### config.mk
export PLATFORM = sky130hd
export DESIGN_NAME = modular_exponentiation
export DESIGN_NICKNAME = d
export VERILOG_FILES = /design/src/modexp_pkg.sv /design/src/modexp_dp.sv /design/src/modexp_ctrl.sv /design/src/modular_exponentiation.sv
export SDC_FILE = /design/constraint.sdc
export NUM_CORES = 1
export LEC_CHECK = 0
export ABC_AREA = 1
export ABC_CLOCK_PERIOD_IN_PS = 9520
export BUFFER_PORTS_ARGS = -buffer_cell sky130_fd_sc_hd__buf_2
export CORE_MARGIN = 4
export CORE_UTILIZATION = 60
export DETAILED_ROUTE_END_ITERATION = 7
export GPL_ROUTABILITY_DRIVEN = 0
export GPL_TIMING_DRIVEN = 0
export PLACE_DENSITY = 0.81
export SYNTH_ARGS = -nofsm -noshare
export SYNTH_HDL_FRONTEND = slang
export SYNTH_SLANG_ARGS = --single-unit
### constraint.sdc
create_clock -name clk_i -period 9.52 [get_ports clk_i]
set_input_delay 0.952 -clock clk_i [delete_from_list [all_inputs] [get_ports clk_i]]
set_output_delay 0.952 -clock clk_i [all_outputs]
set_load 0.02 [all_outputs]
### src/modexp_pkg.sv
`timescale 1ns / 1ps
// Shared constants and controller/datapath interface types for the modular
// exponentiation block. No dependencies.
package modexp_pkg;

  localparam int unsigned OPERAND_BITS = 32;
  localparam int unsigned CNT_W        = $clog2(OPERAND_BITS);
  localparam int unsigned IN_TDATA_W   = ((3 * OPERAND_BITS + 7) / 8) * 8;
  localparam int unsigned OUT_TDATA_W  = ((OPERAND_BITS + 7) / 8) * 8;

  typedef logic [OPERAND_BITS-1:0] operand_t;

  // Commands from the controller to the datapath
  typedef struct packed {
    logic load;       // take a new request from the input channel
    logic step;       // advance the shift-add multiplier by one bit
    logic start_acc;  // start accumulator * square
    logic start_sq;   // start square * square
    logic acc_write;  // store the product into the accumulator
    logic sq_write;   // store the product into the running square
    logic exp_shift;  // drop the lowest exponent bit
    logic out_load;   // move the result into the output register
  } modexp_cmd_t;

  // Status from the datapath to the controller
  typedef struct packed {
    logic in_special; // zero modulus or zero exponent on the input channel
    logic mul_last;   // multiplier is on its final bit
    logic exp_zero;   // no exponent bits left
    logic exp_lsb;    // lowest remaining exponent bit
  } modexp_status_t;

endpackage

### src/modexp_dp.sv
`timescale 1ns / 1ps
// Datapath: operand registers, shared shift-add modular multiplier and the
// output register. Depends on modexp_pkg.
module modexp_dp import modexp_pkg::*; (
  input  logic           clk_i,
  input  logic           rst_ni,
  input  modexp_cmd_t    cmd_i,
  output modexp_status_t status_o,
  input  operand_t       in_base_i,
  input  operand_t       in_exponent_i,
  input  operand_t       in_modulus_i,
  output operand_t       power_result_o,
  output logic           modulus_error_o
);

  localparam int unsigned W = OPERAND_BITS;

  operand_t         acc_q, sq_q, exp_q, mod_q;
  operand_t         a_q, b_q, r_q;
  logic             err_q;
  logic [CNT_W-1:0] cnt_q;
  operand_t         out_res_q;
  logic             out_err_q;

  operand_t         addend;
  operand_t         one_mod;
  operand_t         load_acc;
  operand_t         r_next;
  logic [W+1:0]     t_sum, t_sub1, t_sub2, n1, n2;

  // One multiplier bit: r = (2r + bit*a) mod n. With r, a < n the sum stays
  // below 3n, so one of three candidates is the reduced value.
  always_comb begin
    addend = b_q[W-1] ? a_q : '0;
    t_sum  = {1'b0, r_q, 1'b0} + {2'b00, addend};
    n1     = {2'b00, mod_q};
    n2     = {1'b0, mod_q, 1'b0};
    t_sub1 = t_sum - n1;
    t_sub2 = t_sum - n2;
    if (t_sum >= n2) begin
      r_next = t_sub2[W-1:0];
    end else if (t_sum >= n1) begin
      r_next = t_sub1[W-1:0];
    end else begin
      r_next = t_sum[W-1:0];
    end
  end

  // 1 mod n; also seeds the base reduction, which runs as (1 * base) mod n
  assign one_mod = (in_modulus_i == operand_t'(1)) ? '0 : operand_t'(1);

  always_comb begin
    priority if (in_modulus_i == '0) begin
      load_acc = '0;
    end else if (in_exponent_i == '0) begin
      load_acc = operand_t'(1);
    end else begin
      load_acc = one_mod;
    end
  end

  always_ff @(posedge clk_i or negedge rst_ni) begin
    if (!rst_ni) begin
      cnt_q <= '0;
    end else if (cmd_i.load || cmd_i.start_acc || cmd_i.start_sq) begin
      cnt_q <= '0;
    end else if (cmd_i.step) begin
      cnt_q <= status_o.mul_last ? '0 : cnt_q + CNT_W'(1);
    end
  end

  always_ff @(posedge clk_i) begin
    priority if (cmd_i.load) begin
      mod_q <= in_modulus_i;
      exp_q <= in_exponent_i;
      acc_q <= load_acc;
      err_q <= (in_modulus_i == '0);
      a_q   <= one_mod;
      b_q   <= in_base_i;
      r_q   <= '0;
    end else begin
      if (cmd_i.acc_write) begin
        acc_q <= r_next;
      end
      if (cmd_i.sq_write) begin
        sq_q <= r_next;
      end
      if (cmd_i.exp_shift) begin
        exp_q <= exp_q >> 1;
      end
      priority if (cmd_i.start_acc) begin
        a_q <= acc_q;
        b_q <= sq_q;
        r_q <= '0;
      end else if (cmd_i.start_sq) begin
        a_q <= sq_q;
        b_q <= sq_q;
        r_q <= '0;
      end else if (cmd_i.step) begin
        r_q <= r_next;
        b_q <= b_q << 1;
      end else begin
        // hold the multiplier while idle, checking or finishing
        r_q <= r_q;
      end
    end
    if (cmd_i.out_load) begin
      out_res_q <= acc_q;
      out_err_q <= err_q;
    end
  end

  assign status_o.in_special = (in_modulus_i == '0) || (in_exponent_i == '0);
  assign status_o.mul_last   = (cnt_q == CNT_W'(W - 1));
  assign status_o.exp_zero   = (exp_q == '0);
  assign status_o.exp_lsb    = exp_q[0];

  assign power_result_o  = out_res_q;
  assign modulus_error_o = out_err_q;

endmodule

### src/modexp_ctrl.sv
`timescale 1ns / 1ps
// Controller: sequences the base reduction, multiply and square passes and
// owns both handshakes. Depends on modexp_pkg.
module modexp_ctrl import modexp_pkg::*; (
  input  logic           clk_i,
  input  logic           rst_ni,
  input  logic           s_tvalid_i,
  output logic           s_tready_o,
  output logic           m_tvalid_o,
  input  logic           m_tready_i,
  input  modexp_status_t status_i,
  output modexp_cmd_t    cmd_o
);

  typedef enum logic [5:0] {
    S_IDLE    = 6'b000001,
    S_REDUCE  = 6'b000010,
    S_CHECK   = 6'b000100,
    S_MUL_ACC = 6'b001000,
    S_MUL_SQ  = 6'b010000,
    S_FINISH  = 6'b100000
  } state_e;

  state_e state_q, state_d;
  logic   out_valid_q, out_valid_d;

  always_comb begin
    state_d    = state_q;
    cmd_o      = '0;
    s_tready_o = 1'b0;
    unique case (state_q)
      S_IDLE: begin
        s_tready_o = 1'b1;
        if (s_tvalid_i) begin
          cmd_o.load = 1'b1;
          state_d    = status_i.in_special ? S_FINISH : S_REDUCE;
        end
      end
      S_REDUCE: begin
        cmd_o.step = 1'b1;
        if (status_i.mul_last) begin
          cmd_o.sq_write = 1'b1;
          state_d        = S_CHECK;
        end
      end
      S_CHECK: begin
        priority if (status_i.exp_zero) begin
          state_d = S_FINISH;
        end else if (status_i.exp_lsb) begin
          cmd_o.start_acc = 1'b1;
          state_d         = S_MUL_ACC;
        end else begin
          cmd_o.start_sq = 1'b1;
          state_d        = S_MUL_SQ;
        end
      end
      S_MUL_ACC: begin
        cmd_o.step = 1'b1;
        if (status_i.mul_last) begin
          cmd_o.acc_write = 1'b1;
          cmd_o.start_sq  = 1'b1;
          state_d         = S_MUL_SQ;
        end
      end
      S_MUL_SQ: begin
        cmd_o.step = 1'b1;
        if (status_i.mul_last) begin
          cmd_o.sq_write  = 1'b1;
          cmd_o.exp_shift = 1'b1;
          state_d         = S_CHECK;
        end
      end
      S_FINISH: begin
        // hold until the output register is free
        if (!out_valid_q || m_tready_i) begin
          cmd_o.out_load = 1'b1;
          state_d        = S_IDLE;
        end
      end
      default: begin
        state_d = S_IDLE;
      end
    endcase
  end

  always_comb begin
    out_valid_d = out_valid_q;
    if (cmd_o.out_load) begin
      out_valid_d = 1'b1;
    end else if (m_tready_i) begin
      out_valid_d = 1'b0;
    end
  end

  always_ff @(posedge clk_i or negedge rst_ni) begin
    if (!rst_ni) begin
      state_q     <= S_IDLE;
      out_valid_q <= 1'b0;
    end else begin
      state_q     <= state_d;
      out_valid_q <= out_valid_d;
    end
  end

  assign m_tvalid_o = out_valid_q;

  a_no_overwrite: assert property (@(posedge clk_i) disable iff (!rst_ni)
    cmd_o.out_load |-> (!out_valid_q || m_tready_i))
    else $error("result register overwritten while still pending");

  a_one_request: assert property (@(posedge clk_i) disable iff (!rst_ni)
    (s_tvalid_i && s_tready_o) |=> !s_tready_o)
    else $error("request accepted while previous one still in work");

  a_special_skip: assert property (@(posedge clk_i) disable iff (!rst_ni)
    (s_tvalid_i && s_tready_o && status_i.in_special) |=> (state_q == S_FINISH))
    else $error("special request did not bypass the multiplier");

  a_scan_end: assert property (@(posedge clk_i) disable iff (!rst_ni)
    (state_q == S_CHECK && status_i.exp_zero) |=> (state_q == S_FINISH))
    else $error("exponent scan did not end when exponent ran out");

endmodule

### src/modular_exponentiation.sv
`timescale 1ns / 1ps
// Top level of the modular exponentiation block: controller plus datapath.
// Depends on modexp_pkg, modexp_ctrl and modexp_dp.
//
//  Channel  Dir  tdata (low bit up)                   tuser
//  s_axis   in   base, exponent, modulus (96 bits)     -
//  m_axis   out  power_result (32 bits)                modulus_error
//
// One request at a time. A normal request runs the base reduction, then per
// exponent bit a check, a multiply pass if the bit is set and a square pass,
// then a last check and the finish state; passes use the single shift-add
// multiplier, one bit per cycle. A zero modulus or exponent skips to finish.
// Reset is asynchronous, active low, and returns the block to idle.
// A result waiting on m_axis does not block the next request; that request
// holds in its final cycle until the output register is free.
module modular_exponentiation import modexp_pkg::*; (
  input  logic                   clk_i,
  input  logic                   rst_ni,
  input  logic                   s_axis_tvalid_i,
  output logic                   s_axis_tready_o,
  input  logic [IN_TDATA_W-1:0]  s_axis_tdata_i,  // base, exponent, modulus
  output logic                   m_axis_tvalid_o,
  input  logic                   m_axis_tready_i,
  output logic [OUT_TDATA_W-1:0] m_axis_tdata_o,  // power_result
  output logic                   m_axis_tuser_o   // modulus_error
);

  modexp_cmd_t    cmd;
  modexp_status_t status;
  operand_t       power_result;

  modexp_ctrl u_ctrl (
    .clk_i      (clk_i),
    .rst_ni     (rst_ni),
    .s_tvalid_i (s_axis_tvalid_i),
    .s_tready_o (s_axis_tready_o),
    .m_tvalid_o (m_axis_tvalid_o),
    .m_tready_i (m_axis_tready_i),
    .status_i   (status),
    .cmd_o      (cmd)
  );

  modexp_dp u_dp (
    .clk_i           (clk_i),
    .rst_ni          (rst_ni),
    .cmd_i           (cmd),
    .status_o        (status),
    .in_base_i       (s_axis_tdata_i[OPERAND_BITS-1:0]),
    .in_exponent_i   (s_axis_tdata_i[2*OPERAND_BITS-1:OPERAND_BITS]),
    .in_modulus_i    (s_axis_tdata_i[3*OPERAND_BITS-1:2*OPERAND_BITS]),
    .power_result_o  (power_result),
    .modulus_error_o (m_axis_tuser_o)
  );

  assign m_axis_tdata_o = OUT_TDATA_W'(power_result);

endmodule

==> run summary <==
Power Internal -> 4.00 mW
CP most frequent cell -> nand2_1
DIE AREA -> 0.0337 mm^2
post-route ant nets -> 0
vias in the first global route -> 16.8k
row count -> 64
total vias in the final route -> 18.0k
FMAX -> 172 MHz
Critical Path Sink Type -> flop
synthesized instance count -> 2498
register area -> 0.00773 mm^2
Post-synth EDFFs -> 226
H-tree depth -> 1
# fillers -> 2548
total grt overflow -> 0
post-synth cell types -> 53
Placement Setup Slack -> 3960 ps
Syn Area/Cell -> 7.40 um^2
Reg clk slew, reported paths -> 60 ps
Worst Setup Slack, final -> 3710 ps
net load switching power -> 4.44 mW
Final Hold Fails -> 0
Startpoint Class -> flop
first-pass GRT wire length -> 87300 um
Arrival @ worst endpoint -> 6140 ps
#FFs+latches synth -> 270
initial antenna violation count -> 1
Final setup viols -> 0
Area Overhead vs Synth -> 11.2%
Yosys warnings -> 0
fin crit share -> 61.1%
initial core utilization -> 60.6%
Slew headroom -> 31.7%
Seq/Total Area, Yosys -> 41.8%
Clk pwr share -> 12.3%
Tmin final -> 5810 ps
CTS root buffer -> clkbuf_16
final WL -> 57200 um
largest net degree at the start of global routing -> 43
area of the multi-input gates -> 0.00912 mm^2
placed cell count -> 3029
critical path's largest stage delay -> 540 ps
worst-skew pair later-pin latency -> 560 ps
Die X -> 184 um
Critical Path RT -> 9840 ps
die height -> 184 um
clock sink count -> 270
Core Region -> 0.0305 mm^2
post-CTS setup buffer count -> 0
ys flop type -> edfxtp_1
status -> complete, no violations
Ports -> 135
hold buffers post-CTS -> 0
post-route insts no fill -> 3080
CTS Buf Count -> 28
Logic pwr share -> 63.8%
final setup TNS -> 0 ps
DRC Markers -> 0
GRT Resource Usage Total -> 32.9%
Post-Syn Area -> 0.0185 mm^2
layout cells sized above 1 -> 10.8%
static leakage -> 10.3 nW
crit path max fanout -> 10
worst-case vdd ir drop -> 0.287 mV
number of port buffers -> 134
Switching Fraction -> 52.6%
post_cts resized -> 0
cell type of the slowest stage on the worst timing path -> edfxtp_1
R2R depth -> 31
CTS max path bufs -> 3
pwr/cell area -> 410 mW/mm^2
Via density -> 5.86
R2R Path Start -> u_dp.b_q[31]
wire per inst -> 18.6 um
worst min path class -> input port to asynchronous set/reset pin
Max Clock Skew -> 25.1 ps
First-pass DRT Iterations -> 7
DR iter-0 viols -> 2371
CTS tree -> done
Max Slew Vio Count -> 0
RSZ-0062 raised after global routing -> false
Max Cap Viol -> 0
R2R Path End -> u_dp.acc_q[18]
worst-margin pin slew -> 1020 ps
register share of total power -> 23.9%
Final HPWL DP -> 46200 um
layout net count -> 2863
syn nets -> 2698
Post-synth ARST share -> 4.44%
Setup Crit Path Kind -> flop to flop
worst reg-to-reg setup slack -> 3710 ps
-- metrics by stage --
step	utilization (%)	area, um^2	total power [mW]	hold slack, ps
floorplan	-	18500	5.49	400
global placement	64.4	19700	6.99	408
detailed placement	64.6	19700	7.12	417
CTS	67.4	20600	8.17	285
global route	67.4	20600	8.91	305
finish	67.4	20600	8.44	286
-- cells in the final DEF (no fill, tap or decap), types with 17 or more instances in the layout --
cell,instances
nand2_2,28
xnor2_1,20
nor4_1,26
inv_1,344
nand3_1,123
dfxtp_1,32
clkbuf_16,28
ha_1,97
xor2_1,34
o21ai_0,93
nor3_1,17
nor2_1,193
edfxtp_1,226
inv_2,20
nand4_1,59
clkbuf_1,31
nand2_1,878
buf_2,162
a21oi_1,132
-- registers in the layout (all words and copies together) (netlist names), 5 cells and up --
name / cells
u_dp.acc_q: 32
u_dp.a_q: 32
u_dp.mod_q: 32
u_dp.cnt_q: 5
u_dp.sq_q: 32
u_dp.r_q: 32
u_dp.exp_q: 32
u_dp.power_result_o: 32
u_ctrl.state_q: 6
u_dp.b_q: 32
-- synth_stat cells, drive strengths merged (28+ instances only) --
cell type / number / area share [%]
buf: 37 / 1.2
edfxtp: 226 / 37
dfxtp: 32 / 3.5
o21ai: 96 / 2.6
nand4: 59 / 2.0
nor2: 201 / 4.3
nor4: 28 / 1.1
nand2: 907 / 19
ha: 97 / 6.6
inv: 364 / 7.4
a21oi: 134 / 3.6
xor2: 34 / 1.6
nand3: 135 / 4.0
-- how the worst max path moves through the flow --
stage                             from             end
after floorplan           u_dp.b_q[31]  u_dp.acc_q[16]
after global placement    u_dp.b_q[31]  u_dp.acc_q[20]
after detailed placement  u_dp.b_q[31]  u_dp.acc_q[20]
after CTS                 u_dp.b_q[31]  u_dp.acc_q[20]
after global routing      u_dp.b_q[31]  u_dp.acc_q[20]
final                     u_dp.b_q[31]  u_dp.acc_q[18]
-- final cells by class --
| class | count | share of cell area [%] |
|---|---|---|
| inverters | 366 | 6.68 |
| repair buffers | 135 | 3.36 |
| flip-flops and latches | 270 | 37.6 |
| multi-input cells | 1802 | 44.3 |
| clock inverters | 13 | 0.517 |
| well taps | 396 | 2.41 |
| diodes | 1 | 0.0122 |
| plain buffers | 60 | 1.50 |
| clock buffers | 37 | 3.62 |
-- critical path, delay by kind of cell (launching register included) --
family | cells | cell delay, ps
compound gates | 1 | 420
simple gates | 19 | 2320
buf+inv | 8 | 1190
fa+ha+maj | 3 | 1090
flops | 1 | 540
-- kinds of logic after synthesis --
kind of cell	count (synthesis)	share of synthesized area (%)
and+or+nand+nor	1376	31.7
muxes	2	0.108
adders and majority gates	100	6.89
AOI/OAI and AO/OA	270	7.91
DFF	270	41.8
xor gates and xnor gates	54	2.56
buffers and inverters	426	9.10
-- per-layer routing --
metal | track usage (%) | share of wire (%) | vias up
met5 | 0 | 0 | -
met4 | 18.3 | 6.8 | 0
met3 | 6.59 | 11 | 248
met2 | 51.4 | 44 | 1112
met1 | 43.2 | 38 | 8239
li1 | - | - | 8437
-- power by group through the flow --
stage / sequential [mW] / combinational, mW / clock (mW)
final: 2.02 / 5.39 / 1.04
after global routing: 2.04 / 5.78 / 1.08
after CTS: 2.01 / 5.12 / 1.04
after detailed placement: 2.03 / 5.09 / 0
after global placement: 2.03 / 4.96 / 0
after floorplan: 1.96 / 3.52 / 0
Note: power is estimated with default switching activity, not from simulation.
